## config.mk

```make
export PLATFORM = sky130hd
export DESIGN_NAME = bs3_mean
export DESIGN_NICKNAME = d
export VERILOG_FILES = /design/src/hdl/bs3_pkg.sv /design/src/hdl/bs3_mean.sv
export SDC_FILE = /design/constraint.sdc
export NUM_CORES = 1
export LEC_CHECK = 0
export ABC_AREA = 1
export BUFFER_PORTS_ARGS = -buffer_cell sky130_fd_sc_hd__buf_2
export CELL_PAD_IN_SITES_DETAIL_PLACEMENT = 0
export CELL_PAD_IN_SITES_GLOBAL_PLACEMENT = 1
export CORE_AREA = 10 10 157 218
export DETAILED_ROUTE_END_ITERATION = 7
export DIE_AREA = 0 0 167 228
export MAX_ROUTING_LAYER = met4
export PLACE_DENSITY = 0.95
export SYNTH_ARGS = -nofsm -noshare
export SYNTH_HDL_FRONTEND = slang
export SYNTH_SLANG_ARGS = --single-unit
```

## constraint.sdc

```tcl
create_clock -name clk -period 8.7 [get_ports clk]
set_input_delay 0.87 -clock clk [delete_from_list [all_inputs] [get_ports clk]]
set_output_delay 0.87 -clock clk [all_outputs]
set_load 0.005 [all_outputs]
```

## src/hdl/bs3_pkg.sv

```systemverilog
package bs3_pkg;

    // Sample and arithmetic widths (signed Q7.8 samples)
    localparam int SAMPLE_W = 16;
    localparam int COL_W    = 18;                     // sum of one 3-high column
    localparam int SUM_W    = 20;                     // sum of up to nine samples
    localparam int RECIP_W  = 17;                     // reciprocal, unsigned 1.16
    localparam int PROD_W   = SUM_W + RECIP_W + 1;
    localparam int FRAC_W   = 16;

    // Configuration registers
    localparam int MAP_WIDTH_W  = 11;
    localparam int MAP_HEIGHT_W = 13;
    localparam int ROW_W        = 13;
    localparam int HEIGHT_LIMIT = 4096;
    localparam int CFG_INDEX_W  = 2;
    localparam int CFG_DATA_W   = 13;

    localparam logic [CFG_INDEX_W-1:0]  REG_MAP_WIDTH    = CFG_INDEX_W'(0);
    localparam logic [CFG_INDEX_W-1:0]  REG_MAP_HEIGHT   = CFG_INDEX_W'(1);
    localparam logic [MAP_WIDTH_W-1:0]  MAP_WIDTH_RESET  = MAP_WIDTH_W'(64);
    localparam logic [MAP_HEIGHT_W-1:0] MAP_HEIGHT_RESET = MAP_HEIGHT_W'(64);

    // Queue between front and back
    localparam int QUEUE_DEPTH = 4;
    localparam int QPTR_W      = $clog2(QUEUE_DEPTH);
    localparam int QCNT_W      = $clog2(QUEUE_DEPTH + 1);

    // Front stage to window stage
    typedef struct packed {
        logic [SAMPLE_W-1:0] sample;      // zero outside the grid
        logic                upper_ok;    // row two back lies in the grid
        logic                emit_edge;   // right-edge point of the previous row
        logic                emit_inner;  // inner point of the current row
        logic                col1_ok;     // left column of the window counts
        logic [1:0]          nrows;
        logic [1:0]          ncols;
        logic                last;
    } bs3_cmd_t;

    // Queue entry: masked column sums plus divisor info
    typedef struct packed {
        logic [COL_W-1:0] term_a;
        logic [COL_W-1:0] term_b;
        logic [COL_W-1:0] term_c;
        logic [1:0]       nrows;
        logic [1:0]       ncols;
        logic             last;
    } bs3_entry_t;

    // round(65536 / n) for the neighborhood sizes that occur
    function automatic logic [RECIP_W-1:0] recip_of(input logic [1:0] nrows,
                                                    input logic [1:0] ncols);
        logic [3:0] n;
        n = {2'b00, nrows} * {2'b00, ncols};
        unique case (n)
            4'd1:    recip_of = RECIP_W'(65536);
            4'd2:    recip_of = RECIP_W'(32768);
            4'd3:    recip_of = RECIP_W'(21845);
            4'd4:    recip_of = RECIP_W'(16384);
            4'd6:    recip_of = RECIP_W'(10923);
            4'd9:    recip_of = RECIP_W'(7282);
            default: recip_of = '0;
        endcase
    endfunction

endpackage

```

## src/hdl/bs3_mean.sv

```systemverilog
module bs3_mean (
    input  logic                            clk,
    input  logic                            rst_n,
    input  logic                            head_valid,
    input  bs3_pkg::bs3_entry_t             head_entry,
    output logic                            pop,
    output logic                            result_valid,
    input  logic                            result_ready,
    output logic [bs3_pkg::SAMPLE_W-1:0]    smoothed_height,
    output logic                            last_point
);

    localparam int SAMPLE_W = bs3_pkg::SAMPLE_W;
    localparam int COL_W    = bs3_pkg::COL_W;
    localparam int SUM_W    = bs3_pkg::SUM_W;
    localparam int RECIP_W  = bs3_pkg::RECIP_W;
    localparam int PROD_W   = bs3_pkg::PROD_W;
    localparam int FRAC_W   = bs3_pkg::FRAC_W;
    localparam int EXT_W    = SUM_W - COL_W;
    localparam int SCALED_W = PROD_W + 1 - FRAC_W;
    localparam int TOP_W    = SCALED_W - SAMPLE_W + 1;

    logic                       advance;
    logic                       b1_valid_reg, b2_valid_reg, out_valid_reg;
    logic [SUM_W-1:0]           b1_sum_reg, sum_next;
    logic [RECIP_W-1:0]         b1_recip_reg;
    logic                       b1_last_reg, b2_last_reg, last_reg;
    logic signed [PROD_W-1:0]   b2_prod_reg, prod_next;
    logic [SAMPLE_W-1:0]        smoothed_reg, sat_next;
    logic [PROD_W:0]            rounded;
    logic [SCALED_W-1:0]        scaled;
    logic [TOP_W-1:0]           top_bits;

    assign advance = !out_valid_reg || result_ready;
    assign pop     = advance && head_valid;

    always_comb
    begin
        sum_next = {{EXT_W{head_entry.term_a[COL_W-1]}}, head_entry.term_a}
                 + {{EXT_W{head_entry.term_b[COL_W-1]}}, head_entry.term_b}
                 + {{EXT_W{head_entry.term_c[COL_W-1]}}, head_entry.term_c};

        prod_next = $signed(b1_sum_reg) * $signed({1'b0, b1_recip_reg});

        // add one half, floor by dropping the fraction, then clamp
        rounded  = {b2_prod_reg[PROD_W-1], b2_prod_reg} + (PROD_W + 1)'(1 << (FRAC_W - 1));
        scaled   = rounded[PROD_W:FRAC_W];
        top_bits = scaled[SCALED_W-1:SAMPLE_W-1];
        if ((&top_bits) || !(|top_bits))
            sat_next = scaled[SAMPLE_W-1:0];
        else
            sat_next = {scaled[SCALED_W-1], {(SAMPLE_W - 1){~scaled[SCALED_W-1]}}};
    end

    always_ff @(posedge clk or negedge rst_n)
    begin
        if (!rst_n)
        begin
            b1_valid_reg  <= 1'b0;
            b2_valid_reg  <= 1'b0;
            out_valid_reg <= 1'b0;
        end
        else if (advance)
        begin
            b1_valid_reg  <= head_valid;
            b2_valid_reg  <= b1_valid_reg;
            out_valid_reg <= b2_valid_reg;
        end
    end

    always_ff @(posedge clk)
    begin
        if (advance)
        begin
            b1_sum_reg   <= sum_next;
            b1_recip_reg <= bs3_pkg::recip_of(head_entry.nrows, head_entry.ncols);
            b1_last_reg  <= head_entry.last;
            b2_prod_reg  <= prod_next;
            b2_last_reg  <= b1_last_reg;
            smoothed_reg <= sat_next;
            last_reg     <= b2_last_reg;
        end
    end

    assign result_valid    = out_valid_reg;
    assign smoothed_height = smoothed_reg;
    assign last_point      = last_reg;

endmodule

```

==> impl_metrics.env <==
export IMPL_status="finished, final reports clean"
export IMPL_cts_tree="yes"
export IMPL_yosys_area_share_adder_pct=50.2
export IMPL_clkSlewWorstSetupHoldPaths_ns=0.06
export IMPL_dieArea_um2=38100
export IMPL_finalSetupTns_ns=0
export IMPL_yosys_area_share_xor_xnor_pct=3.44
export IMPL_drc=0
export IMPL_critPathMaxStageDelay_ns=0.93
export IMPL_io_buffer_count=81
export IMPL_syn_area_per_cell_um2=8.60
export IMPL_diodes=0
export IMPL_postCtsSetupBuffers=0
export IMPL_vias_per_cell=5.10
export IMPL_drv_cap=0
export IMPL_cpLargestDelayFamily="adder cells"
export IMPL_numCtsBuffers=9
export IMPL_multi_input_area_um2=11600
export IMPL_synth_area_mux_share_pct=0
export IMPL_rows=76
export IMPL_clockBufferDepth=2
export IMPL_ios=82
export IMPL_critPathArrivalTime_ns=7.04
export IMPL_cts_root_buf="clkbuf_16"
export IMPL_hp_class="in -> async"
export IMPL_hold_violations=0
export IMPL_drive_gt1_share_pct=5.81
export IMPL_grt_max_degree=74
export IMPL_largest_reg_flops=23
export IMPL_track_usage_pct=22.1
export IMPL_grt_ovfl_total=0
export IMPL_syn_cell_area_um2=16100
export IMPL_ys_ff_latch=73
export IMPL_synth_top_cell_area_share_pct=40.8
export IMPL_synth_area_top_cells="fa_1 41%, edfxtp_1 13%, inv_1 13%"
export IMPL_syn_inst=1867
export IMPL_crit_slowest_cell="edfxtp_1"
export IMPL_grt_pass1_vias=13200
export IMPL_first_iter_violations=559
export IMPL_dieWidth_um=167
export IMPL_worst_path_buf_inv=4
export IMPL_grt_pass1_wl_um=65200
export IMPL_yosysTopAreaCell="fa_1"
export IMPL_required_ns=8.81
export IMPL_ant_nets=0
export IMPL_final_common_cell="inv_1"
export IMPL_syn_nets=2378
export IMPL_worst_pin_slew_ns=0.978
export IMPL_cp_start_kind="register"
export IMPL_h_tree_depth=3
export IMPL_cpMostUsedCell="fa_1"
export IMPL_die_h_um=228
export IMPL_vias=11800
export IMPL_antenna_found_initial=0
export IMPL_ys_warn_count=0
export IMPL_wire_per_inst_um=16.9
export IMPL_fill_cells=2797
export IMPL_final_nets=2435
export IMPL_synth_top_family_by_area="adder cells"
export IMPL_cts_sinks=73
export IMPL_clk_latency_ns=0.37
export IMPL_cp_cell_sequence="nand2_1 > inv_1 > fa_1 > fa_1 > fa_1 > fa_1 > fa_1 > inv_1 > fa_1 > inv_1 > ha_1 > inv_1 > o21bai_1 > nor2_1 > o21ai_0 > a31oi_1 > nand2_1 > nand2_1 > nand2_1"
export IMPL_slew_headroom_pct=34.8
export IMPL_cts_hold_buf=0
export IMPL_initial_utilization_pct=53.0
export IMPL_worst_path_max_fanout=21
export IMPL_rsz0062_at_grt="false"
export IMPL_finalSetupViolCount=0
export IMPL_slew_violations=0
export IMPL_seq_area_frac_synth_pct=13.6
export IMPL_place_congestion=0.991
export IMPL_mostFrequentLayoutCells="548 x inv_1, 411 x nand2_1, 327 x fa_1, 121 x ha_1, 87 x nor2_1"
export IMPL_areaGrowthSynthToFinish_pct=6.53
export IMPL_skew_ns=0.0194
export IMPL_seq_area_um2=2180
export IMPL_fmax_mhz=144
export IMPL_synth_simple_area_share_pct=14.6
export IMPL_firstDrtPassIters=5
export IMPL_synth_compound_area_share_pct=4.32
export IMPL_period_needed_ns=6.93
export IMPL_wl_um=39100
export IMPL_cts_resized=0
export IMPL_hpwl_um=35100
export IMPL_worst_setup_path_type="reg -> reg"
export IMPL_end_kind="register"
export IMPL_core_um2=30300
export IMPL_synth_cell_types=39
export IMPL_period_share_pct=79.6
worst reg2reg max path, delay by kind of cell (launching register included):
family,cells,cell delay [ns]
adders and majority gates,7,3.91
DFF,1,0.93
and+or+nand+nor,5,0.85
buffers and inverters,4,0.52
AOI/OAI and AO/OA,3,0.48
worst paths after layout:
| kind | cells after the start | slack, ns | start | end |
|---|---|---|---|---|
| setup reg to reg | 19 | 1.77 | b1_recip_reg[12] | b2_prod_reg[30] |
| setup / recovery | 19 | 1.77 | b1_recip_reg[12] | b2_prod_reg[30] |
| min in group clk | 0 | 0.42 | b1_last_reg | b2_last_reg |
| hold / removal | 1 | 0.29 | rst_n | b2_valid_reg |
| max in group asynchronous | 1 | 8.30 | rst_n | result_valid |
| hold reg to reg | 0 | 0.42 | b1_last_reg | b2_last_reg |
layer usage:
metal	share of wire, %	vias up	wire length (um)	global-route usage (%)
met5	0	-	0	-
met4	6.4	0	2490	13.1
met3	2.9	134	1140	2.31
met2	54	296	21100	39.8
met1	37	5800	14400	22.6
li1	-	5590	-	-
cells by family after synthesis:
| family | Yosys count |
|---|---|
| adders and majority gates | 448 |
| buffers and inverters | 587 |
| AOI/OAI and AO/OA | 121 |
| DFF | 73 |
| and+or+nand+nor | 575 |
| xor gates and xnor gates | 63 |
cells in the mapped netlist, drive strengths merged:
cell    number
dfrtp        3
a31o         2
o31ai        2
buf          7
nand3       43
o21bai       9
inv        550
o21ai       31
a21o        11
edfxtp      70
xor2        47
nand2      415
o21a         1
fa         327
a31oi        7
nand4        5
clkbuf      30
nor2        88
a21boi       1
xnor2       16
and3         1
nor4         6
o221ai       1
o311ai       1
a221oi       1
nor3        17
a21oi       54
ha         121
through the flow:
stage / hold WS (ns) / worst slack [ns] / utilization (%) / instances / instance area, um^2
floorplan: 0.400 / 2.83 / - / 1867 / 16100
global placement: 0.403 / 1.91 / 55.4 / 2303 / 16800
detailed placement: 0.411 / 1.83 / 55.4 / 2303 / 16800
CTS: 0.279 / 1.82 / 56.4 / 2319 / 17100
global route: 0.286 / 1.41 / 56.4 / 2319 / 17100
finish: 0.294 / 1.77 / 56.4 / 2319 / 17100
cell type report:
cell class	instances	area share, %
multi-input cells	1207	68.0
clock buffers	10	1.34
inverters	550	12.1
clock inverters	6	0.526
repair buffers	83	2.46
flip-flops and latches	73	12.7
well taps	390	2.85
Power is left out: the tool's default activity adds up to more than one toggle a clock period on the data nets, which glitch-free logic cannot reach.
