--- src/hdl/bs3_pkg.sv ---
package bs3_pkg;

    // Sample and arithmetic widths (signed Q7.8 samples)
    localparam int SAMPLE_W = 16;
    localparam int COL_W    = 18;                     // sum of one 3-high column
    localparam int SUM_W    = 20;                     // sum of up to nine samples
    localparam int RECIP_W  = 17;                     // reciprocal, unsigned 1.16
    localparam int PROD_W   = SUM_W + RECIP_W + 1;
    localparam int FRAC_W   = 16;

    // Configuration registers
    localparam int MAP_WIDTH_W  = 11;
    localparam int MAP_HEIGHT_W = 13;
    localparam int ROW_W        = 13;
    localparam int HEIGHT_LIMIT = 4096;
    localparam int CFG_INDEX_W  = 2;
    localparam int CFG_DATA_W   = 13;

    localparam logic [CFG_INDEX_W-1:0]  REG_MAP_WIDTH    = CFG_INDEX_W'(0);
    localparam logic [CFG_INDEX_W-1:0]  REG_MAP_HEIGHT   = CFG_INDEX_W'(1);
    localparam logic [MAP_WIDTH_W-1:0]  MAP_WIDTH_RESET  = MAP_WIDTH_W'(64);
    localparam logic [MAP_HEIGHT_W-1:0] MAP_HEIGHT_RESET = MAP_HEIGHT_W'(64);

    // Queue between front and back
    localparam int QUEUE_DEPTH = 4;
    localparam int QPTR_W      = $clog2(QUEUE_DEPTH);
    localparam int QCNT_W      = $clog2(QUEUE_DEPTH + 1);

    // Front stage to window stage
    typedef struct packed {
        logic [SAMPLE_W-1:0] sample;      // zero outside the grid
        logic                upper_ok;    // row two back lies in the grid
        logic                emit_edge;   // right-edge point of the previous row
        logic                emit_inner;  // inner point of the current row
        logic                col1_ok;     // left column of the window counts
        logic [1:0]          nrows;
        logic [1:0]          ncols;
        logic                last;
    } bs3_cmd_t;

    // Queue entry: masked column sums plus divisor info
    typedef struct packed {
        logic [COL_W-1:0] term_a;
        logic [COL_W-1:0] term_b;
        logic [COL_W-1:0] term_c;
        logic [1:0]       nrows;
        logic [1:0]       ncols;
        logic             last;
    } bs3_entry_t;

    // round(65536 / n) for the neighborhood sizes that occur
    function automatic logic [RECIP_W-1:0] recip_of(input logic [1:0] nrows,
                                                    input logic [1:0] ncols);
        logic [3:0] n;
        n = {2'b00, nrows} * {2'b00, ncols};
        unique case (n)
            4'd1:    recip_of = RECIP_W'(65536);
            4'd2:    recip_of = RECIP_W'(32768);
            4'd3:    recip_of = RECIP_W'(21845);
            4'd4:    recip_of = RECIP_W'(16384);
            4'd6:    recip_of = RECIP_W'(10923);
            4'd9:    recip_of = RECIP_W'(7282);
            default: recip_of = '0;
        endcase
    endfunction

endpackage

--- src/hdl/bs3_queue.sv ---
module bs3_queue (
    input  logic                          clk,
    input  logic                          rst_n,
    input  logic                          push,
    input  bs3_pkg::bs3_entry_t           push_entry,
    input  logic                          pop,
    output logic                          head_valid,
    output bs3_pkg::bs3_entry_t           head_entry,
    output logic [bs3_pkg::QCNT_W-1:0]    count
);

    localparam int DEPTH  = bs3_pkg::QUEUE_DEPTH;
    localparam int PTR_W  = bs3_pkg::QPTR_W;
    localparam int CNT_W  = bs3_pkg::QCNT_W;

    bs3_pkg::bs3_entry_t  q_mem [DEPTH];
    logic [PTR_W-1:0]     wr_ptr_reg, wr_ptr_next;
    logic [PTR_W-1:0]     rd_ptr_reg, rd_ptr_next;
    logic [CNT_W-1:0]     count_reg, count_next;

    always_comb
    begin
        wr_ptr_next = wr_ptr_reg;
        rd_ptr_next = rd_ptr_reg;
        if (push)
            wr_ptr_next = (wr_ptr_reg == PTR_W'(DEPTH - 1)) ? '0 : wr_ptr_reg + PTR_W'(1);
        if (pop)
            rd_ptr_next = (rd_ptr_reg == PTR_W'(DEPTH - 1)) ? '0 : rd_ptr_reg + PTR_W'(1);
        count_next = count_reg + CNT_W'(push) - CNT_W'(pop);
    end

    always_ff @(posedge clk or negedge rst_n)
    begin
        if (!rst_n)
        begin
            wr_ptr_reg <= '0;
            rd_ptr_reg <= '0;
            count_reg  <= '0;
        end
        else
        begin
            wr_ptr_reg <= wr_ptr_next;
            rd_ptr_reg <= rd_ptr_next;
            count_reg  <= count_next;
        end
    end

    always_ff @(posedge clk)
    begin
        if (push)
            q_mem[wr_ptr_reg] <= push_entry;
    end

    assign head_valid = count_reg != '0;
    assign head_entry = q_mem[rd_ptr_reg];
    assign count      = count_reg;

endmodule

--- config.mk ---
export PLATFORM = sky130hd
export DESIGN_NAME = bs3_queue
export DESIGN_NICKNAME = d
export VERILOG_FILES = /design/src/hdl/bs3_pkg.sv /design/src/hdl/bs3_queue.sv
export SDC_FILE = /design/constraint.sdc
export NUM_CORES = 1
export LEC_CHECK = 0
export BUFFER_PORTS_ARGS = -buffer_cell sky130_fd_sc_hd__buf_2
export CAP_MARGIN = 20
export CORE_MARGIN = 2
export CORE_UTILIZATION = 40
export CTS_CLUSTER_SIZE = 10
export DETAILED_ROUTE_END_ITERATION = 12
export GPL_ROUTABILITY_DRIVEN = 0
export PLACE_DENSITY = 0.62
export SYNTH_ARGS = -nofsm -noshare
export SYNTH_HDL_FRONTEND = slang
export SYNTH_SLANG_ARGS = --single-unit
--- constraint.sdc ---
create_clock -name clk -period 2.5 [get_ports clk]
set_input_delay 0 -clock clk [delete_from_list [all_inputs] [get_ports clk]]
set_output_delay 0 -clock clk [all_outputs]
set_load 0.1 [all_outputs]
==> results.toml, run 1 <==
[final_layout]
drive_gt1_frac = 0.403
nets = 630
seq_area_um2 = 7270
largest_reg_flops = 236
nFillCells = 1708
area_growth_pct = 27.7
multiInputGateArea_um2 = 1550
insertedDiodeCount = 0

[placement]
portBuffers = 125
dp_hpwl_um = 9870

[setup_path]
startpoint_type = "flip-flop"
path_buf_inv = 2
path_delay_family = "flip-flops"
crit_type = "flip-flop to output pin"
reg2reg_slack_ns = 0.72
crit_chain = "buf_12, mux4_2, buf_2"
slowest_delay_ns = 0.66
rr_worst_depth = 4
required_ns = 2.50
end_kind = "output pin"
crit_end = "head_entry[9]"
startpoint = "rd_ptr_reg[0]$_DFFE_PN0P_"
path_max_fanout = 15
crit_cells = 3
cp_slowest_cell = "dfrtp_4"
timing.rr.end = "q_mem[0][41]$_DFFE_PP_"
r2r-start = "wr_ptr_reg[0]$_DFFE_PN0P_"
arrival_ns = 2.29

[yosys]
synth_top_area_cell = "edfxtp_1"
synthCells = 344
ys_types = 19
ys_top_cells_by_area = "edfxtp_1, mux4_2, dfrtp_1"
avgSynthCellArea_um2 = 26.1
synth_nets = 415
synth_most_common_cell = "edfxtp_1"
ys_seq_area_frac = 0.808
synth_top_area_share = 0.789
synthesis.area_um2 = 8990
ys_seq_elements = 243
synth_edf_count = 236
dominantRegCellSynth = "edfxtp_1"
synth_commonest_cells = "edfxtp_1, mux4_2, dfrtp_1, ha_1"
synthArstFlopShare = 0.0288
yosys_warnings = 0

[floorplanning]
initial_utilization = 0.409
core_area_um2 = 22000
rows = 54
die_h_um = 154
ios = 126
dieArea_um2 = 23700
die_w_um = 154

[grt]
grt_antenna_before_repair = 0
use_met2 = 0.264
global_route.usage.met1 = 0.197
grt_overflow = 0
grt_max_degree = 38
grt_pass1_vias = 4862
grt_util_all_layers = 0.152
met3_usage = 0.0355
grt_pass1_wl_um = 27700
busiest_layer = "met2"

[clock_network]
clkLatencyLatePin_ns = 0.52
cts_tree = "done"
h-tree-depth = 1
clockBufferDepth = 3
cts_inserted_buffers = 28
cts.reportedPaths.clkPinSlew_ns = 0.06
numClockSinks = 243
ctsResizeCount = 0
clock-root-buffer = "clkbuf_16"

[timing]
tightest_slew_ns = 0.547
period_minus_slack_ns = 2.29
skew_ns = 0.0136
rsz0062_at_grt = "no"
maxSlewViolCount = 0
slew_headroom = 0.635
setup_tns_ns = 0
fin_crit_sh = 0.915
hold_viol_final = 0
setup_viol = 0
clock.fmax_mhz = 437

[route]
vias = 4250
ant_nets = 0
drtIter0Drc = 261
routed_wirelength_um = 17400
viasPerCell = 4.94
drc = 0
wl_per_cell_um = 20.2
firstDrtPassIters = 4

[hold_path]
hold_class = "primary input to flip-flop"

[run_status]
status = "complete, no violations"

[flow_run]
drv_cap = 0
[worst register-to-register path, stage by stage (launching register included)]
cell and delay (ns):
dfrtp_1 0.41, inv_1 0.11, ha_1 0.16, and2_4 0.43, buf_12 0.32
[area by class of cell]
cell class              count  area share
multi-input cells          81       0.135
repair buffers            199       0.127
flip-flops and latches    243       0.633
well taps                 280      0.0305
clock buffers              52      0.0725
inverters                   6     0.00196
[through the flow]
step	utilization	cell area, um^2	hold slack (ns)	std cells	setup WS (ns)
2_1_floorplan	-	8990	-0.296	344	0.0650
3_5_place_dp	0.455	9990	-0.152	745	0.576
6_report	0.523	11500	0.220	861	0.211
3_3_place_gp	0.455	9990	-0.158	745	0.602
5_1_grt	0.523	11500	0.224	861	0.111
4_1_cts	0.523	11500	0.202	861	0.149
[placed cells by master (no fill, tap or decap), types with 4 or more instances in the layout]
| master | synthesis | final |
|---|---|---|
| buf_12 | 6 | 8 |
| dfrtp_1 | 7 | 5 |
| ha_1 | 7 | 7 |
| dlygate4sd3_1 | 0 | 63 |
| buf_2 | 6 | 125 |
| clkbuf_1 | 1 | 21 |
| clkbuf_16 | 0 | 29 |
| mux4_2 | 58 | 58 |
| inv_1 | 6 | 6 |
| and2_4 | 0 | 4 |
| edfxtp_1 | 236 | 236 |
[metal layers]
metal  vias up  share of wire
met4         0          0.015
met2       117           0.50
met1      2202           0.43
met3        27          0.053
li1       1904              -
met5         -              0
[cell families (layout without fill, tap and decap cells)]
logic type | after synthesis | count (layout) | share of synthesized area
AND/OR/NAND/NOR | 8 | 8 | 0.00529
XOR/XNOR | 2 | 2 | 0.00195
AO/OA/AOI/OAI | 2 | 2 | 0.00111
buffers and inverters | 20 | 257 | 0.0209
flip-flops | 243 | 243 | 0.808
multiplexers | 61 | 61 | 0.151
adder cells (fa/ha/maj) | 8 | 8 | 0.0120
[how the worst min path moves through the flow]
| stage | from | end | slack, ns | cells past startpoint |
|---|---|---|---|---|
| 3_5_place_dp | rst_n | count[1]$_DFF_PN0_ | -0.15 | 1 |
| 2_1_floorplan | rst_n | count[0]$_DFF_PN0_ | -0.30 | 0 |
| 4_1_cts | push_entry[53] | q_mem[3][53]$_DFFE_PP_ | 0.20 | 2 |
| 5_1_grt | push_entry[27] | q_mem[1][27]$_DFFE_PP_ | 0.22 | 2 |
| 3_3_place_gp | rst_n | count[0]$_DFF_PN0_ | -0.16 | 1 |
| 6_report | push_entry[53] | q_mem[3][53]$_DFFE_PP_ | 0.22 | 2 |
[timing repair]
| action | in CTS | in global routing |
|---|---|---|
| endpoints found under the setup margin | 3 | 0 |
| hold endpoints to repair | 248 | 0 |
| hold buffers | 63 | 0 |
| buffers inserted | 1 | 0 |
Power of run 1 is not shown: default switching activity piles up to over one toggle a cycle in this logic, so the estimate is an artifact.
==> inputs of run 2 (changes only) <==
- RECOVER_POWER: unset -> 50
==> run 2 against run 1 <==
Against the previous run: hold slack better by 0.044 ns; via count is 0.19% higher; cell count stayed put.
==> results.toml, run 2 (same netlist as run 1, synthesis figures left out) <==
[timing]
hold_viol_final = 0
tightest_slew_ns = 1.17
fin_crit_sh = 0.916
period_minus_slack_ns = 2.29
slew_headroom = 0.221
clock.fmax_mhz = 437
setup_tns_ns = 0
setup_ws_ns = 0.210
rsz0062_at_grt = "no"
skew_ns = 0.0148
setup_viol = 0
maxSlewViolCount = 0

[floorplanning]
ios = 126
core_area_um2 = 22000
die_w_um = 154
rows = 54
initial_utilization = 0.409
dieArea_um2 = 23700
die_h_um = 154

[clock_network]
ctsResizeCount = 0
clockBufferDepth = 3
numClockSinks = 243
cts_tree = "done"
h-tree-depth = 1
clkLatencyLatePin_ns = 0.52
cts.reportedPaths.clkPinSlew_ns = 0.06
clock-root-buffer = "clkbuf_16"
cts_inserted_buffers = 28

[final_layout]
insertedDiodeCount = 0
area_growth_pct = 26.8
fin_cells = 861
final_core_util = 0.519
drive_gt1_frac = 0.294
largest_reg_flops = 236
nets = 630
final_cell_mix = "edfxtp_1, clkbuf_1, dlygate4sd3_1"
layout_commonest_cell = "edfxtp_1"

[grt]
grt_util_all_layers = 0.152
grt_pass1_wl_um = 27700
grt_overflow = 0
grt_antenna_before_repair = 0
grt_max_degree = 38
grt_pass1_vias = 4862

[route]
wl_per_cell_um = 20.2
drtIter0Drc = 247
vias = 4258
viasPerCell = 4.95
ant_nets = 0
routed_wirelength_um = 17400
firstDrtPassIters = 4
drc = 0

[placement]
portBuffers = 125
dp_cells = 745
place_ws_ns = 0.576
dp_hpwl_um = 9870

[flow_run]
drv_cap = 0

[setup_path]
end_kind = "output pin"
path_max_fanout = 15
required_ns = 2.50
arrival_ns = 2.29
startpoint_type = "flip-flop"
reg2reg_slack_ns = 0.60
crit_type = "flip-flop to output pin"

[hold_path]
hold_class = "primary input to flip-flop"

[run_status]
status = "complete, no violations"
-- run 2: cell count changes in the layout (fill, tap and decap cells not counted) --
cell      previous run  this run
buf_2              125        62
clkbuf_1            21        84
and2_2               0         1
and2_4               4         3
-- run 2: path summary, 6_finish.rpt --
kind                                           start                   endpoint  depth (start not counted)
min in group asynchronous                      rst_n  rd_ptr_reg[0]$_DFFE_PN0P_                          3
hold / removal                        push_entry[53]     q_mem[3][53]$_DFFE_PP_                          2
max in group asynchronous                      rst_n  rd_ptr_reg[1]$_DFFE_PN0P_                          3
setup reg to reg           wr_ptr_reg[0]$_DFFE_PN0P_      q_mem[3][6]$_DFFE_PP_                          3
hold reg to reg                   count[2]$_DFF_PN0_         count[2]$_DFF_PN0_                          1
setup / recovery           rd_ptr_reg[0]$_DFFE_PN0P_              head_entry[9]                          3
-- run 2: final cells by class --
class                           instances  area, um^2
Clock buffer                           52         832
Tap cell                              280         350
Inverter                                6        22.5
Sequential cell                       243        7270
Fill cell                            1753       10600
Timing Repair Buffer                  199        1380
Multi-Input combinational cell         81        1550
-- run 2: per-stage QoR --
| stage | area (um^2) | hold slack [ns] |
|---|---|---|
| after CTS | 11500 | 0.202 |
| after global routing | 11400 | 0.291 |
| after floorplan | 8990 | -0.296 |
| after global placement | 9990 | -0.158 |
| final | 11400 | 0.264 |
| after detailed placement | 9990 | -0.152 |
-- run 2: layer usage --
metal  routed length, um  up-vias  share of wire  GRT usage
li1                    -     1901              -          -
met1                7410     2195           0.43      0.197
met2                8770      135           0.50      0.264
met3                 988       27          0.057     0.0355
met4                 252        0          0.014     0.0334
met5                   0        -              0          0
-- run 2: critical path: stages, from the launching register on --
cell,delay [ns]
dfrtp_4,0.66
buf_12,0.23
mux4_2,0.54
buf_2,0.31
-- run 2: repair_timing --
item,CTS,global route
buffers inserted,1,0
endpoints found under the hold margin,248,0
endpoints found under the setup margin,3,0
hold buffers,63,0
Power of run 2 is left out for the same reason.
