<file path="config.mk">
export PLATFORM = sky130hd
export DESIGN_NAME = bs3_front
export DESIGN_NICKNAME = d
export VERILOG_FILES = /design/src/hdl/bs3_pkg.sv /design/src/hdl/bs3_front.sv
export SDC_FILE = /design/constraint.sdc
export NUM_CORES = 1
export LEC_CHECK = 0
export BUFFER_PORTS_ARGS = -buffer_cell sky130_fd_sc_hd__buf_2
export CORE_ASPECT_RATIO = 0.6
export CORE_MARGIN = 1
export CORE_UTILIZATION = 30
export DETAILED_ROUTE_END_ITERATION = 6
export PLACE_DENSITY = 0.53
export SLEW_MARGIN = 0
export SYNTH_ARGS = -nofsm -noshare
export SYNTH_HDL_FRONTEND = slang
export SYNTH_SLANG_ARGS = --single-unit
</file>
<file path="constraint.sdc">
create_clock -name clk -period 14.1 [get_ports clk]
set_input_delay 2.115 -clock clk [delete_from_list [all_inputs] [get_ports clk]]
set_output_delay 2.115 -clock clk [all_outputs]
set_load 0.01 [all_outputs]
</file>
<file path="src/hdl/bs3_pkg.sv">
package bs3_pkg;

    // Sample and arithmetic widths (signed Q7.8 samples)
    localparam int SAMPLE_W = 16;
    localparam int COL_W    = 18;                     // sum of one 3-high column
    localparam int SUM_W    = 20;                     // sum of up to nine samples
    localparam int RECIP_W  = 17;                     // reciprocal, unsigned 1.16
    localparam int PROD_W   = SUM_W + RECIP_W + 1;
    localparam int FRAC_W   = 16;

    // Configuration registers
    localparam int MAP_WIDTH_W  = 11;
    localparam int MAP_HEIGHT_W = 13;
    localparam int ROW_W        = 13;
    localparam int HEIGHT_LIMIT = 4096;
    localparam int CFG_INDEX_W  = 2;
    localparam int CFG_DATA_W   = 13;

    localparam logic [CFG_INDEX_W-1:0]  REG_MAP_WIDTH    = CFG_INDEX_W'(0);
    localparam logic [CFG_INDEX_W-1:0]  REG_MAP_HEIGHT   = CFG_INDEX_W'(1);
    localparam logic [MAP_WIDTH_W-1:0]  MAP_WIDTH_RESET  = MAP_WIDTH_W'(64);
    localparam logic [MAP_HEIGHT_W-1:0] MAP_HEIGHT_RESET = MAP_HEIGHT_W'(64);

    // Queue between front and back
    localparam int QUEUE_DEPTH = 4;
    localparam int QPTR_W      = $clog2(QUEUE_DEPTH);
    localparam int QCNT_W      = $clog2(QUEUE_DEPTH + 1);

    // Front stage to window stage
    typedef struct packed {
        logic [SAMPLE_W-1:0] sample;      // zero outside the grid
        logic                upper_ok;    // row two back lies in the grid
        logic                emit_edge;   // right-edge point of the previous row
        logic                emit_inner;  // inner point of the current row
        logic                col1_ok;     // left column of the window counts
        logic [1:0]          nrows;
        logic [1:0]          ncols;
        logic                last;
    } bs3_cmd_t;

    // Queue entry: masked column sums plus divisor info
    typedef struct packed {
        logic [COL_W-1:0] term_a;
        logic [COL_W-1:0] term_b;
        logic [COL_W-1:0] term_c;
        logic [1:0]       nrows;
        logic [1:0]       ncols;
        logic             last;
    } bs3_entry_t;

    // round(65536 / n) for the neighborhood sizes that occur
    function automatic logic [RECIP_W-1:0] recip_of(input logic [1:0] nrows,
                                                    input logic [1:0] ncols);
        logic [3:0] n;
        n = {2'b00, nrows} * {2'b00, ncols};
        unique case (n)
            4'd1:    recip_of = RECIP_W'(65536);
            4'd2:    recip_of = RECIP_W'(32768);
            4'd3:    recip_of = RECIP_W'(21845);
            4'd4:    recip_of = RECIP_W'(16384);
            4'd6:    recip_of = RECIP_W'(10923);
            4'd9:    recip_of = RECIP_W'(7282);
            default: recip_of = '0;
        endcase
    endfunction

endpackage

</file>
<file path="src/hdl/bs3_front.sv">
module bs3_front #(
    parameter int MAX_WIDTH = 1024,
    localparam int ADDR_W = $clog2(MAX_WIDTH)
) (
    input  logic                               clk,
    input  logic                               rst_n,
    input  logic                               cfg_valid,
    output logic                               cfg_ready,
    input  logic [bs3_pkg::CFG_INDEX_W-1:0]    cfg_index,
    input  logic [bs3_pkg::CFG_DATA_W-1:0]     cfg_data,
    input  logic                               sample_valid,
    output logic                               sample_ready,
    input  logic [bs3_pkg::SAMPLE_W-1:0]       height_sample,
    input  logic                               is_pad,
    input  logic [bs3_pkg::QCNT_W-1:0]         queue_count,
    output logic                               rd_en,
    output logic [ADDR_W-1:0]                  rd_addr,
    output logic                               cmd_valid,
    output bs3_pkg::bs3_cmd_t                  cmd,
    output logic [ADDR_W-1:0]                  cmd_addr
);

    localparam int WCMP_W = ($clog2(MAX_WIDTH + 1) > bs3_pkg::MAP_WIDTH_W)
                          ? $clog2(MAX_WIDTH + 1) : bs3_pkg::MAP_WIDTH_W;
    localparam int ROW_W  = bs3_pkg::ROW_W;

    logic                                run_reg;
    logic [bs3_pkg::MAP_WIDTH_W-1:0]     map_width_reg;
    logic [bs3_pkg::MAP_HEIGHT_W-1:0]    map_height_reg;
    logic [ADDR_W-1:0]                   col_reg, col_next;
    logic [ROW_W-1:0]                    row_reg, row_next;
    logic                                cmd_valid_reg, cmd_valid_next;
    bs3_pkg::bs3_cmd_t                   cmd_reg, cmd_next;
    logic [ADDR_W-1:0]                   cmd_addr_reg;

    logic [WCMP_W-1:0]                   w_raw, w_eff, col_inc;
    logic [ROW_W-1:0]                    h_eff;
    logic [ROW_W:0]                      row_ext, h_ext, row_inc;
    logic                                cfg_accept, cfg_hit, accept, take;
    logic                                in_grid, emit_edge, emit_inner, last, wrap, restart;

    assign cfg_ready  = run_reg;
    assign cfg_accept = cfg_valid && cfg_ready;
    assign cfg_hit    = cfg_accept && ((cfg_index == bs3_pkg::REG_MAP_WIDTH) ||
                                       (cfg_index == bs3_pkg::REG_MAP_HEIGHT));

    // room for this beat and the one in the window stage
    assign sample_ready = run_reg &&
        (({1'b0, queue_count} + (bs3_pkg::QCNT_W + 1)'(cmd_valid_reg)) <
         (bs3_pkg::QCNT_W + 1)'(bs3_pkg::QUEUE_DEPTH));
    assign accept = sample_valid && sample_ready;

    always_comb
    begin
        w_raw = WCMP_W'(map_width_reg);
        if (w_raw == '0)
            w_eff = WCMP_W'(1);
        else if (w_raw > WCMP_W'(MAX_WIDTH))
            w_eff = WCMP_W'(MAX_WIDTH);
        else
            w_eff = w_raw;

        if (map_height_reg == '0)
            h_eff = ROW_W'(1);
        else if (map_height_reg > ROW_W'(bs3_pkg::HEIGHT_LIMIT))
            h_eff = ROW_W'(bs3_pkg::HEIGHT_LIMIT);
        else
            h_eff = map_height_reg;

        row_ext    = {1'b0, row_reg};
        h_ext      = {1'b0, h_eff};
        in_grid    = row_reg < h_eff;
        take       = accept && !(in_grid && is_pad);   // pad inside the grid is dropped
        emit_edge  = (col_reg == '0) && (row_reg >= ROW_W'(2));
        emit_inner = (col_reg != '0) && (row_reg != '0);
        last       = emit_edge && (row_ext == h_ext + (ROW_W + 1)'(1));
        col_inc    = WCMP_W'(col_reg) + WCMP_W'(1);
        wrap       = col_inc >= w_eff;
        row_inc    = row_ext + (ROW_W + 1)'(wrap);
        restart    = last || (row_inc > h_ext + (ROW_W + 1)'(1));

        col_next = col_reg;
        row_next = row_reg;
        if (cfg_hit)
        begin
            col_next = '0;
            row_next = '0;
        end
        else if (take)
        begin
            if (restart)
            begin
                col_next = '0;
                row_next = '0;
            end
            else
            begin
                col_next = wrap ? '0 : col_inc[ADDR_W-1:0];
                row_next = row_inc[ROW_W-1:0];
            end
        end

        cmd_valid_next      = take;
        cmd_next.sample     = in_grid ? height_sample : '0;
        cmd_next.upper_ok   = row_reg >= ROW_W'(2);
        cmd_next.emit_edge  = emit_edge;
        cmd_next.emit_inner = emit_inner;
        cmd_next.last       = last;
        if (emit_edge)
        begin
            cmd_next.col1_ok = w_eff >= WCMP_W'(2);
            cmd_next.nrows   = 2'd1 + 2'(row_reg >= ROW_W'(3)) + 2'(row_reg <= h_eff);
            cmd_next.ncols   = 2'd1 + 2'(w_eff >= WCMP_W'(2));
        end
        else
        begin
            cmd_next.col1_ok = col_reg >= ADDR_W'(2);
            cmd_next.nrows   = 2'd1 + 2'(row_reg >= ROW_W'(2)) + 2'(row_reg < h_eff);
            cmd_next.ncols   = 2'd2 + 2'(col_reg >= ADDR_W'(2));
        end
    end

    always_ff @(posedge clk or negedge rst_n)
    begin
        if (!rst_n)
        begin
            run_reg        <= 1'b0;
            map_width_reg  <= bs3_pkg::MAP_WIDTH_RESET;
            map_height_reg <= bs3_pkg::MAP_HEIGHT_RESET;
            col_reg        <= '0;
            row_reg        <= '0;
            cmd_valid_reg  <= 1'b0;
        end
        else
        begin
            run_reg       <= 1'b1;
            col_reg       <= col_next;
            row_reg       <= row_next;
            cmd_valid_reg <= cmd_valid_next;
            if (cfg_accept && (cfg_index == bs3_pkg::REG_MAP_WIDTH))
                map_width_reg <= cfg_data[bs3_pkg::MAP_WIDTH_W-1:0];
            if (cfg_accept && (cfg_index == bs3_pkg::REG_MAP_HEIGHT))
                map_height_reg <= cfg_data[bs3_pkg::MAP_HEIGHT_W-1:0];
        end
    end

    always_ff @(posedge clk)
    begin
        if (take)
        begin
            cmd_reg      <= cmd_next;
            cmd_addr_reg <= col_reg;
        end
    end

    assign rd_en     = take;
    assign rd_addr   = col_reg;
    assign cmd_valid = cmd_valid_reg;
    assign cmd       = cmd_reg;
    assign cmd_addr  = cmd_addr_reg;

endmodule

</file>
==> results.txt <==
Entering global routing, the biggest net connects 50 pins. Total power for the finished layout comes to slightly above 0.7 mW. The total number of placement rows came out at 37. The hold buffer count at CTS is 0.

The register bit count reported by yosys came out at 84. The vias after detailed routing is ~4,300. Max-cap violations in this run came to 0. Broken down by cell family, the worst path's largest delay share belongs to compound AO/OA/AOI/OAI gates.

In this run the vertical extent of the chip is 105 um. The data arrival time of the critical path is around 6.4 ns. The area of the core region is 0.0172 sq mm.

The post-CTS setup-driven buffer insertion count came out at 0. Fill cells in the final layout number between 1,500 and 2,000. In the final layout, the share of cells above drive strength 1 is 25.8%. The register clock-pin slew on the reported worst setup and hold paths came out at around 0.070 ns.

The path class of the tightest hold or removal check is flip-flop to flip-flop. The pin slew with the least headroom to its limit came out at between 1 and 1.5 ns. Clock tree synthesis inserted a total of 9 buffers. The fraction of the cycle the final worst path needs is between 40% and 50%. The worst slew slack as a fraction of its limit came out at 33.0%. The worst register-to-register path begins at rd_addr[1]. The hold violation total from the final report is 0. For this configuration, the core starts out at a cell density of 30.7%. The library cell used most frequently in the layout, excluding fill and tap cells, is sky130_fd_sc_hd__buf_2. The flop-to-flop setup slack is around 8 ns. The highest cell delay on the worst timing path is approximately 0.51 ns. The count of flip-flops with a built-in enable after synthesis came out at 35. The mean area per synthesized cell is 10.4 sq um. The mapped cell area is 0.00527 sq mm. From synthesis to final layout, the design area changed by 18.8%. The most frequent cell on the critical path is sky130_fd_sc_hd__ha_1. On the final layout, the worst clock skew is between 0.008 and 0.009 ns.

Among all stages on the critical path, the largest delay is contributed by sky130_fd_sc_hd__dfrtp_1. The detailed-route wire length per cell is around 18 um. The maximum net fanout on the critical path came out at 9.

The number of buffer and inverter instances along the worst setup path is 1. Setup repair after global routing left no endpoint under its margin. The number of warnings printed during yosys synthesis is 0. The total setup violations reported at the end of the flow came out at 0. The path depth of the worst reg2reg path came out at 24. Traced cell by cell, the critical path runs through ha_1 -> and3_1 -> and3_1 -> nand3_1 -> xnor2_1 -> ha_1 -> nand2_1 -> a21oi_1 -> o31a_1 -> ha_1 -> nand3_1 -> or2_2 -> inv_1 -> nand3_1 -> nor2_1 -> xor2_1 -> ha_1 -> a21o_1 -> a2111oi_0 -> a32oi_1 -> a2111oi_2 -> o21ai_2 -> nor3b_1 -> a21o_1. The total stage count of the critical path came out at 24. The number of nets still failing antenna checks after routing is 0.

The netlist uses 63 different library cells. Global routing finished with a remaining overflow of 0. The gate count after technology mapping is between 500 and 600. The placer congestion estimate came out at slightly below 0.9. The proportion of synthesized chip area in sequential cells came out at a little over two fifths.

The repair_antennas step left the layout with diodes totalling 0. In the synthesized netlist the dominant register cell turns out to be sky130_fd_sc_hd__dfrtp_1. The first-pass GRT wire length is between 20,000 and 25,000 um. The later pin in the worst-skew pair is clocked with a latency of between 0.3 and 0.4 ns. In the layout the commonest cells are sky130_fd_sc_hd__buf_2 (87), sky130_fd_sc_hd__nand2_1 (48), sky130_fd_sc_hd__dfrtp_1 (47). Detailed placement ended at an HPWL of between 10,000 and 15,000 um. The flip-flop count of the largest register, all copies and words added came out at 25. The tree built by TritonCTS fans out to 84 sinks. The worst register-to-register path ends at rd_addr[2]. Clock tree synthesis selected as its root buffer the cell sky130_fd_sc_hd__clkbuf_16. The overall fraction of global-route tracks in use is ~16%. The most critical setup path has its startpoint at rd_addr[1]. The remaining design rule violation count is 0.

The areal power density over the cells is ~120 mW/mm^2. TritonCTS built the clock tree. The worst setup path is captured at a flip-flop.

The die covers about 0.018 sq mm. The peak supply drop is between 0.00006 and 0.00007 V. The achievable clock frequency is 165 MHz. The length of the first detailed-routing pass in iterations is 5. The share of flip-flops with an asynchronous set or reset after synthesis is 58.3%. The number of global-route vias before repair is between 4,000 and 5,000. The DRC violation total after the first TritonRoute iteration came out at 392.

The number of vias per cell came out at 5.21. The final max-slew violation count came out at 0. The clock period minus worst slack is about 6 ns. The static leakage came out at 2.87 nW. After routing, the total negative slack on setup checks comes to 0 ns.

The startpoint-to-endpoint class of the critical path is flip-flop to flip-flop. In this run the deepest clock path goes through 2 buffers. The sum of routed wire length over all layers came out at around 15,000 um. The net count of the finished layout is around 670.

The horizontal die dimension came out at roughly 170 um. The number of antenna violations at the first check in global routing is 0. The worst endpoint required time is ~14 ns. In this run, post-CTS repair resized a total of 0 instances. The worst setup path is launched from a flip-flop. The capture point of the worst path is rd_addr[2]. The number of ports placed on the die boundary is 88. The flow ran to the end, and the final reports show no timing, DRC or antenna violations.

The number of port buffers came out at 87. The total number of H-tree levels came out at 3.
worst min-delay path by stage:
stage	start	endpoint	slack (ns)	cells past startpoint
after detailed placement	map_width_reg[8]	map_width_reg[8]	0.54	1
final	map_width_reg[8]	map_width_reg[8]	0.55	1
after global routing	map_width_reg[8]	map_width_reg[8]	0.58	1
after CTS	map_width_reg[8]	map_width_reg[8]	0.55	1
after global placement	map_width_reg[7]	map_width_reg[7]	0.53	1
after floorplan	row_reg[0]	row_reg[0]	0.50	2
synth_stat cells (3+ instances only):
cell type / n / area, sq um
sky130_fd_sc_hd__or2_2: 6 / 37.5
sky130_fd_sc_hd__nor2b_1: 5 / 31.3
sky130_fd_sc_hd__a211oi_1: 5 / 37.5
sky130_fd_sc_hd__a211o_1: 3 / 26.3
sky130_fd_sc_hd__a21oi_1: 13 / 65.1
sky130_fd_sc_hd__nand3_1: 19 / 95.1
sky130_fd_sc_hd__nand2_1: 48 / 180
sky130_fd_sc_hd__buf_2: 5 / 25.0
sky130_fd_sc_hd__xnor2_1: 19 / 166
sky130_fd_sc_hd__a22o_1: 10 / 87.6
sky130_fd_sc_hd__ha_1: 46 / 576
sky130_fd_sc_hd__nor3_1: 9 / 45.0
sky130_fd_sc_hd__nor2_1: 27 / 101
sky130_fd_sc_hd__o31a_1: 3 / 26.3
sky130_fd_sc_hd__a21o_1: 6 / 45.0
sky130_fd_sc_hd__nand4_1: 9 / 56.3
sky130_fd_sc_hd__dfrtp_1: 47 / 1180
sky130_fd_sc_hd__or3_1: 4 / 25.0
sky130_fd_sc_hd__o22ai_1: 3 / 18.8
sky130_fd_sc_hd__and2_1: 17 / 106
sky130_fd_sc_hd__a311oi_1: 3 / 26.3
sky130_fd_sc_hd__inv_1: 25 / 93.8
sky130_fd_sc_hd__nor4_1: 9 / 56.3
sky130_fd_sc_hd__a21boi_0: 3 / 22.5
sky130_fd_sc_hd__mux2i_1: 3 / 30.0
sky130_fd_sc_hd__edfxtp_1: 35 / 1050
sky130_fd_sc_hd__o21ai_1: 4 / 20.0
sky130_fd_sc_hd__and3_1: 11 / 68.8
sky130_fd_sc_hd__mux2_2: 24 / 270
sky130_fd_sc_hd__xor2_1: 10 / 87.6
sky130_fd_sc_hd__a221o_1: 5 / 50.1
sky130_fd_sc_hd__o21a_1: 3 / 22.5
sky130_fd_sc_hd__clkbuf_1: 16 / 60.1
sky130_fd_sc_hd__o21ai_0: 6 / 30.0
sky130_fd_sc_hd__o211ai_1: 4 / 30.0
sky130_fd_sc_hd__nand2b_1: 7 / 43.8
where the power goes:
group | total, mW | internal, mW | switching, mW
clock network | 0.244 | 0.140 | 0.104
logic | 0.172 | 0.0743 | 0.0975
registers | 0.307 | 0.277 | 0.0297
cells by family (layout without fill, tap and decap cells):
logic type               count (synthesis)  count (layout)  synth area share [%]
AND/OR/NAND/NOR                        182             182                  18.5
AO/OA/AOI/OAI                           88              88                  12.6
flip-flops                              84              84                  43.2
buffers and inverters                   48             133                  3.68
adder cells (fa/ha/maj)                 46              46                  10.9
XOR/XNOR                                30              30                  5.25
multiplexers                            27              27                  5.70
other                                    1               2                0.0711
metrics by stage:
stage	utilization, %	area, sq um	instances	hold WS [ns]	worst slack [ns]
final	36.5	6260	826	0.551	8.02
after floorplan	-	5280	507	0.499	7.16
after CTS	36.5	6260	826	0.551	8.16
after detailed placement	34.7	5960	810	0.535	8.19
after global placement	34.7	5960	810	0.529	8.43
after global routing	36.5	6260	826	0.578	7.48
metal layers:
metal	vias to the layer above	track usage, %	part of all wire [%]
met4	0	2.09	0.23
met3	6	3.75	8.6
met1	2103	27.2	54
li1	2015	-	-
met2	179	21.3	38
met5	-	0	0
final cells by class:
class                           instances  area, sq um  share of cell area [%]
Clock buffer                            9          225                    3.60
Timing Repair Buffer                   92          473                    7.55
Multi-Input combinational cell        375         2820                    45.0
Clock inverter                          7         80.1                    1.28
Inverter                               25         93.8                    1.50
Tap cell                              234          293                    4.67
Sequential cell                        84         2280                    36.4
No activity file was read; power rests on OpenSTA's default activity.
